## config.mk

```make
export PLATFORM = sky130hd
export DESIGN_NAME = weh_mod
export DESIGN_NICKNAME = d
export VERILOG_FILES = /design/src/rtl/weh_pkg.sv /design/src/rtl/weh_mod.sv
export SDC_FILE = /design/constraint.sdc
export NUM_CORES = 1
export LEC_CHECK = 0
export ABC_AREA = 0
export BUFFER_PORTS_ARGS = -buffer_cell sky130_fd_sc_hd__buf_2
export CORE_UTILIZATION = 38
export CTS_BUF_LIST = sky130_fd_sc_hd__clkbuf_2
export CTS_CLUSTER_DIAMETER = 30
export DETAILED_ROUTE_END_ITERATION = 6
export RECOVER_POWER = 100
export SLEW_MARGIN = 20
export SYNTH_ARGS = -nofsm -noshare
export SYNTH_HDL_FRONTEND = slang
export SYNTH_SLANG_ARGS = --single-unit
export TNS_END_PERCENT = 10
```

## constraint.sdc

```tcl
create_clock -name clk -period 5.05 [get_ports clk]
set_input_delay 0.7575 -clock clk [delete_from_list [all_inputs] [get_ports clk]]
set_output_delay 0.7575 -clock clk [all_outputs]
set_load 0.02 [all_outputs]
```

## src/rtl/weh_pkg.sv

```systemverilog
// Shared types, constants and register map of the weighted energy histogram.
package weh_pkg;
  localparam int NumBlocks = 5;
  localparam int MaxBins = 128;
  localparam int Comps = 4;
  localparam int BlkW = 3;
  localparam int BinW = 7;
  localparam int AddrW = 10;
  localparam int MemDepth = NumBlocks * MaxBins;
  localparam int MemAw = $clog2(MemDepth);

  localparam logic [2:0] RegSampleEvery = 3'd0;
  localparam logic [2:0] RegRangeLow = 3'd1;
  localparam logic [2:0] RegBinScale = 3'd2;
  localparam logic [2:0] RegNumBins = 3'd3;

  localparam logic CmdAdd = 1'b0;
  localparam logic CmdRead = 1'b1;

  // Lane result: bin found for one component.
  typedef struct packed {
    logic       hit;
    logic [BinW-1:0] bin;
  } lane_res_t;

  function automatic logic [63:0] sat_add(input logic [63:0] a, input logic [31:0] b);
    logic [64:0] s;
    s = {1'b0, a} + {33'd0, b};
    return s[64] ? '1 : s[63:0];
  endfunction
endpackage

```

## src/rtl/weh_mod.sv

```systemverilog
// Serial remainder unit: one quotient bit per cycle, reports divisibility.
module weh_mod (
  input  logic clk,
  input  logic rst,
  input  logic start,
  input  logic [31:0] dividend,
  input  logic [31:0] divisor,
  output logic done,
  output logic zero_rem
);
  import weh_pkg::*;
  logic [31:0] rem, quo, dsr;
  logic [5:0]  cnt;
  logic        busy;
  logic [32:0] trial;

  assign trial = {rem, quo[31]} - {1'b0, dsr};

  // Shift and subtract, one bit per cycle
  always_ff @(posedge clk) begin
    if (rst) begin
      busy <= 1'b0;
      done <= 1'b0;
      cnt  <= '0;
    end else begin
      done <= 1'b0;
      if (start) begin
        busy <= 1'b1;
        rem  <= '0;
        quo  <= dividend;
        dsr  <= (divisor == 32'd0) ? 32'd1 : divisor;
        cnt  <= 6'd32;
      end else if (busy) begin
        if (!trial[32]) rem <= trial[31:0];
        else rem <= {rem[30:0], quo[31]};
        quo <= {quo[30:0], 1'b0};
        cnt <= cnt - 6'd1;
        if (cnt == 6'd1) begin
          busy <= 1'b0;
          done <= 1'b1;
        end
      end
    end
  end
  assign zero_rem = (rem == 32'd0);
endmodule

```

==> metrics.yaml <==
synth_edf_count: 96
synth_seq_area_share_pct: 47.5
antenna_found_initial: 1
ys.flop_type: "edfxtp_1"
outcome: "finished, violations left"
slew_violations: 165
mostFrequentLayoutCell: "edfxtp_1"
clkLatencyLatePin_ps: 660
ys_async_sr_fraction_pct: 0
start_kind: "register"
clock-skew-final_ps: 40.1
fill_cells: 1608
cp.arrival_ps: 4300
synth_area_um2: 6410
ir_drop_mv: 0.133
postRouteAntennaNets: 0
nNetsFinal: 770
fmax_ghz: 0.253
multi_input_area_um2: 2960
drtPass1Iterations: 5
viasPerCell: 5.60
routedWlPerCell_um: 16.7
gr-total-overflow: 0
cap_violations: 3
final_hold_viol_count: 0
routed_wl_um: 15000
cts.clk_slew.worst_paths_ps: 330
setup_tns_ps: 0
yosys_warnings: 0
path_max_fanout: 19
layout-drive-gt1-share_pct: 15.9
numCtsBuffers: 9
synth_cell_types: 56
row_count: 47
final-seq-area_um2: 3040
dieHeight_um: 132
routed-via-count: 5009
final-setup-viol-count: 0
place.port_buffers: 68
finalCritPeriodShare_pct: 78.4
io_pins: 69
hold_buffers: 0
die_w_um: 132
worst_slew_pin_slew_ps: 3590
ctsResizeCount: 0
grt_max_degree: 67
cts_tree: "yes"
synth_cells: 643
synth_seq_cells: 104
end_kind: "register"
leakagePower_nw: 2.57
cts_setup_buffers: 0
min_period_ps: 3960
crit_required_ps: 5400
drtIter0Drc: 304
place_congestion: 0.896
worstHoldPathType: "in2reg"
path_class: "reg2reg"
root_buffer: "clkbuf_2"
htreeDepth: 3
syn-num-nets: 745
syn_area_per_cell_um2: 9.97
power-per-cell-area_nw_per_um2: 309
final_cell_mix: "edfxtp_1, a21oi_1, buf_2"
die-area_um2: 17400
clockBufferDepth: 2
cts.sinks: 104
grt_setup_unrepaired: "no"
dp_hpwl_um: 10900
syn_to_final_growth_pct: 7.20
grtUsageTotal_pct: 17.7
grt_pass1_wl_um: 24400
route.detailed.drc: 0
initial_utilization_pct: 38.8
fin_total_pwr_mw: 2.12
slew_headroom_pct: -140
violations: "capacitance limit, slew limit"
grt_pass1_vias: 4887
core-area_um2: 16500
routing by layer:
metal / share of wire [%] / global-route usage, %
met1: 42 / 21.4
met5: 0 / 0
met4: 3.2 / 8.91
met3: 5.9 / 3.46
met2: 49 / 29.9
Yosys cell counts, types with 8 or more instances:
master / number / area, um2
edfxtp_1: 96 / 2880
a21oi_1: 69 / 345
clkbuf_1: 47 / 176
inv_1: 42 / 158
o21ai_0: 42 / 210
nand2_1: 36 / 135
ha_1: 34 / 425
mux2_2: 31 / 349
nor2_1: 30 / 113
nand3_1: 26 / 130
o21ai_1: 19 / 95.1
nor4_1: 18 / 113
nand4_1: 14 / 87.6
nor3_1: 13 / 65.1
xnor2_1: 13 / 114
a21o_1: 9 / 67.6
dfxtp_1: 8 / 160
xor2_1: 8 / 70.1
worst max-delay path, stage by stage, from the launching register on:
cell      delay (ps)
edfxtp_1         540
ha_1             450
a211oi_1         350
o21ai_0          160
nand4_1          110
nand2_1           70
nand4b_1         250
a21oi_1         1140
buf_4            390
or4_1            150
a21oi_1           60
power by group:
| group | internal, mW | total (mW) | leakage, nW | switching [mW] |
|---|---|---|---|---|
| Combinational | 0.260 | 0.647 | 1.51 | 0.387 |
| Clock | 0.0784 | 0.398 | 0.0710 | 0.320 |
| Sequential | 1.04 | 1.08 | 0.985 | 0.0414 |
metrics by stage:
| stage | utilization, % | setup WS, ps | std cells | instance area [um2] | hold slack, ps |
|---|---|---|---|---|---|
| 6_report | 41.6 | 1090 | 894 | 6870 | 262 |
| 5_1_grt | 41.6 | 749 | 894 | 6870 | 202 |
| 4_1_cts | 42.0 | 1510 | 893 | 6950 | 221 |
| 3_5_place_dp | 41.4 | 1550 | 877 | 6840 | 485 |
| 3_3_place_gp | 41.4 | 1670 | 877 | 6840 | 476 |
| 2_1_floorplan | - | 140 | 643 | 6410 | 461 |
kinds of logic after synthesis:
kind of cell / count (synthesis) / synth area share, %
compound gates: 180 / 16.8
xor+xnor: 21 / 2.87
buf+inv: 100 / 6.22
simple gates: 170 / 14.0
fa+ha+maj: 35 / 6.95
mux: 33 / 5.76
flops: 104 / 47.5
area by class of cell:
class                   instances  area share (%)
well taps                     220            4.00
clock buffers                   9           0.655
inverters                      42            2.29
clock inverters                 7           0.892
repair buffers                 72            4.86
flip-flops and latches        104            44.3
multi-input cells             439            43.0
diodes                          1          0.0364
worst paths after layout:
kind / start / endpoint / slack (ps) / cells past startpoint
min reg2reg: cnt[0] / cnt[0] / 510 / 2
min: rst / cnt[5] / 260 / 2
max: rem[24] / rem[27] / 1090 / 10
max reg2reg: rem[24] / rem[27] / 1090 / 10
state kept, by name, indices dropped and copies added, names as in the netlist:
register and count:
busy 1, cnt 6, done 1, dsr 32, quo 32, rem 32
No activity file was read; power rests on OpenSTA's default activity.
