File: src/rtl/weh_pkg.sv
// Shared types, constants and register map of the weighted energy histogram.
package weh_pkg;
  localparam int NumBlocks = 5;
  localparam int MaxBins = 128;
  localparam int Comps = 4;
  localparam int BlkW = 3;
  localparam int BinW = 7;
  localparam int AddrW = 10;
  localparam int MemDepth = NumBlocks * MaxBins;
  localparam int MemAw = $clog2(MemDepth);

  localparam logic [2:0] RegSampleEvery = 3'd0;
  localparam logic [2:0] RegRangeLow = 3'd1;
  localparam logic [2:0] RegBinScale = 3'd2;
  localparam logic [2:0] RegNumBins = 3'd3;

  localparam logic CmdAdd = 1'b0;
  localparam logic CmdRead = 1'b1;

  // Lane result: bin found for one component.
  typedef struct packed {
    logic       hit;
    logic [BinW-1:0] bin;
  } lane_res_t;

  function automatic logic [63:0] sat_add(input logic [63:0] a, input logic [31:0] b);
    logic [64:0] s;
    s = {1'b0, a} + {33'd0, b};
    return s[64] ? '1 : s[63:0];
  endfunction
endpackage

File: src/rtl/weh_lane.sv
// One binning lane: offset, scale and range check of an energy component.
module weh_lane (
  input  logic clk,
  input  logic [47:0] energy,
  input  logic [47:0] range_low,
  input  logic [31:0] bin_scale,
  input  logic [7:0]  nb,
  output weh_pkg::lane_res_t res
);
  import weh_pkg::*;
  logic [48:0] diff, mag;
  logic        neg, neg_q;
  logic [16:0] hi_q;
  logic [31:0] lo_q, s_q;
  logic [48:0] p_hi, p_lo;
  logic [63:0] lo_prod;
  logic [48:0] hi_prod;
  logic [49:0] q;
  logic [7:0]  nb_q;

  assign diff = {energy[47], energy} - {range_low[47], range_low};
  assign neg  = diff[48];
  assign mag  = neg ? (49'd0 - diff) : diff;

  // Stage 1: register magnitude split
  always_ff @(posedge clk) begin
    neg_q <= neg;
    hi_q  <= mag[48:32];
    lo_q  <= mag[31:0];
    s_q   <= bin_scale;
    nb_q  <= nb;
  end

  assign lo_prod = {32'd0, lo_q} * {32'd0, s_q};
  assign hi_prod = {32'd0, hi_q} * {17'd0, s_q};

  // Stage 2: register the two partial products
  always_ff @(posedge clk) begin
    p_lo <= {17'd0, lo_prod[63:32]};
    p_hi <= hi_prod;
  end

  assign q = {1'b0, p_hi} + {1'b0, p_lo};

  // Range check; a negative offset only survives when it truncates to zero
  always_comb begin
    res.bin = q[BinW-1:0];
    if (neg_q && q != 50'd0) res.hit = 1'b0;
    else res.hit = (q < {42'd0, nb_q});
  end
endmodule

File: config.mk
export PLATFORM = sky130hd
export DESIGN_NAME = weh_lane
export DESIGN_NICKNAME = d
export VERILOG_FILES = /design/src/rtl/weh_pkg.sv /design/src/rtl/weh_lane.sv
export SDC_FILE = /design/constraint.sdc
export NUM_CORES = 2
export LEC_CHECK = 0
export ABC_AREA = 1
export BUFFER_PORTS_ARGS = -buffer_cell sky130_fd_sc_hd__buf_2
export CORE_MARGIN = 10
export CORE_UTILIZATION = 60
export CTS_CLUSTER_SIZE = 25
export DETAILED_ROUTE_END_ITERATION = 8
export PLACE_DENSITY = 0.79
export SYNTH_ARGS = -nofsm -noshare
export SYNTH_HDL_FRONTEND = slang
export SYNTH_SLANG_ARGS = --single-unit
File: constraint.sdc
create_clock -name clk -period 7.1 [get_ports clk]
set_input_delay 0 -clock clk [delete_from_list [all_inputs] [get_ports clk]]
set_output_delay 0 -clock clk [all_outputs]
set_load 0.02 [all_outputs]
==> key figures <==
Run status
  • Status: completed

Detailed routing
  • WL/cell: 20.4 µm
  • WL final: 213000 µm
  • Final ANT Viol Nets: 0
  • Vias: 56400
  • Vias/cell: 5.42
  • Residual DRC: 0
  • Violation count after the first detailed-route iteration: 5311
  • Drt first pass iters: 8

Setup path
  • Max FO, Critical Path: 33
  • Startpoint types: flop
  • Crit. End Element: flop
  • Crit path cell chain: buf_6 > nand2_1 > fa_1 > inv_1 > fa_1 > fa_1 > fa_1 > fa_1 > fa_1 > fa_1 > ha_1 > ha_1 > a21oi_1 > o21ai_0 > a21oi_1 > o21ai_0 > a211oi_1 > o21ai_1 > xor2_1
  • Max incr delay on CP: 0.59 ns
  • Crit path kind: reg -> reg
  • CP Data Required Time: 7.52 ns
  • Slowest CP cell: fa_1
  • Crit path DAT: 7.34 ns
  • CP most frequent cell: fa_1

Cells and area
  • Commonest non-fill, non-tap cell in the layout: inv_1
  • Filler cell count: 9344
  • Area grow syn2layout: 8.23%
  • NumNets Final: 10900
  • Share of layout cells above drive strength 1: 6.74%
  • Commonest non-fill, non-tap cells in the layout: inv_1 (2591), nand2_1 (2535), fa_1 (1339)

Timing
  • Slack of the critical path: 0.178 ns
  • Minimum clock period: 6.92 ns
  • Max-slew violations: 0
  • Period utilization: 97.5%
  • Unrepaired setup endpoints after global routing: true
  • # setup viols final: 0
  • Max Freq: 144 MHz
  • Slew headroom: 16.0%
  • Worst Skew: 0.0257 ns
  • Worst-margin pin slew: 1.26 ns
  • Hold Vio Cnt, Final: 0

Die
  • Die width: 347 µm
  • Initial core utilization: 60.3%
  • Die Height: 347 µm
  • Core area: 107000 µm²
  • Row count: 120
  • I/O pin count: 145
  • Die area: 121000 µm²

Logic synthesis
  • Post-synth cell types: 46
  • Synthesized net count: 10800
  • Area leader, netlist: fa_1
  • Synth warnings: 0
  • Fraction of synthesis flops using an asynchronous set or reset pin: 0%
  • Syn_area_per_cell: 7.28 µm²
  • Primary FF master, synth: dfxtp_1
  • EDFF count, synth: 0
  • Number of synthesized register bits: 171
  • Synth top area cells: fa_1 (42%), inv_1 (15%), nand2_1 (15%)
  • Mapped cell area: 64300 µm²
  • Synth Instances: 8840
  • Yosys top cell area share: 41.9%
  • Sequential-to-total area share from yosys stat: 5.32%

Clock tree
  • Clock root buffer: clkbuf_16
  • Clock slew at reported path FFs: 0.09 ns
  • CTS buffer count: 17
  • Clk buf depth: 2
  • TritonCTS clock tree: built
  • Sink Count: 171
  • Clock latency on the worst-skew pair: 0.56 ns
  • H-tree Lvls: 4

Global route
  • Largest net degree at the start of global routing: 44
  • Antenna violations before repair: 9
  • All-Layer GR Usage: 35.1%
  • First-pass GRT wire length: 328000 µm
  • Grt total ovfl: 0
  • Vias in the first global route: 59100

Min path
  • Min-delay worst type: in -> reg

Place
  • Place WS: 0.0541 ns
  • GP Congestion: 1.04
  • Port-buffer cells: 144
  • HPWL after detailed placement: 174000 µm

Flow run
  • Max-cap violations: 0
[critical path: cells and delay by family (launching register included)]
| kind | cells | cell delay [ns] |
|---|---|---|
| and+or+nand+nor | 1 | 0.14 |
| adders and majority gates | 9 | 4.30 |
| xor gates and xnor gates | 1 | 0.15 |
| AOI/OAI and AO/OA | 6 | 1.17 |
| buffers and inverters | 2 | 0.46 |
| DFF | 1 | 0.55 |
[per-stage QoR]
stage               cell area [µm²]  utilization [%]  setup TNS [ns]  hold WS [ns]  instances
floorplan                     64300                -               0        0.0277       8840
global placement              67900             63.6               0         0.102      10300
detailed placement            67900             63.6               0         0.104      10300
CTS                           69000             64.6               0        0.0558      10400
global route                  69600             65.2          -0.278        0.0732      10400
finish                        69600             65.2               0        0.0825      10400
[routing by layer]
metal	routed length [µm]	up-vias	share of wire, %	global-route usage (%)
li1	-	25400	-	-
met3	24900	608	12	8.74
met5	36	-	0.017	0
met4	14000	6	6.6	18.2
met1	79700	27200	37	44.6
met2	94200	3146	44	55.2
[Yosys cell counts, types with 35 or more instances]
cell type / n
nor2_1: 407
a21oi_1: 233
xnor2_1: 39
fa_1: 1346
nand4_1: 57
nand3_1: 179
o21ai_0: 136
clkbuf_1: 275
ha_1: 471
dfxtp_1: 171
xor2_1: 93
inv_1: 2591
a31oi_1: 35
nand2_1: 2538
[kinds of logic (layout without fill, tap and decap cells)]
family,after synthesis,after routing,synth area share (%)
buffers and inverters,2920,3081,17.1
flip-flops,171,171,5.32
XOR/XNOR,132,132,1.80
AO/OA/AOI/OAI,494,494,4.27
adder cells (fa/ha/maj),1817,1817,51.0
AND/OR/NAND/NOR,3306,3306,20.5
other,0,20,0
[sequential cells by signal, summed over array words and instances (netlist names)]
signal	cells
lo_q	32
neg_q	1
s_q	32
p_lo	32
hi_q	17
p_hi	49
nb_q	8
[final cells by class]
| class | instances | area, µm² | area share, % |
|---|---|---|---|
| Sequential cell | 171 | 3530 | 5.07 |
| Antenna cell | 20 | 50.0 | 0.0719 |
| Tap cell | 1403 | 1760 | 2.52 |
| Clock inverter | 15 | 211 | 0.304 |
| Multi-Input combinational cell | 5749 | 50100 | 72.0 |
| Timing Repair Buffer | 442 | 3770 | 5.41 |
| Clock buffer | 17 | 425 | 0.611 |
| Inverter | 2607 | 9790 | 14.1 |
[final timing paths]
check / startpoint / endpoint / slack [ns] / cells after the start
hold reg to reg: hi_q[0] / p_hi[0] / 0.73 / 2
hold / removal: bin_scale[23] / s_q[23] / 0.08 / 2
setup reg to reg: s_q[27] / p_lo[30] / 0.18 / 19
setup / recovery: s_q[27] / p_lo[30] / 0.18 / 19
[repair_timing]
| action | in CTS | in global routing |
|---|---|---|
| hold buffers | 44 | 0 |
| endpoints found under the setup margin | 0 | 31 |
| endpoints found under the hold margin | 42 | 0 |
| setup buffers | 0 | 11 |
| resized for setup | 0 | 98 |
Power is not shown: default switching activity piles up to over one toggle a cycle in this logic, so the estimate is an artifact.
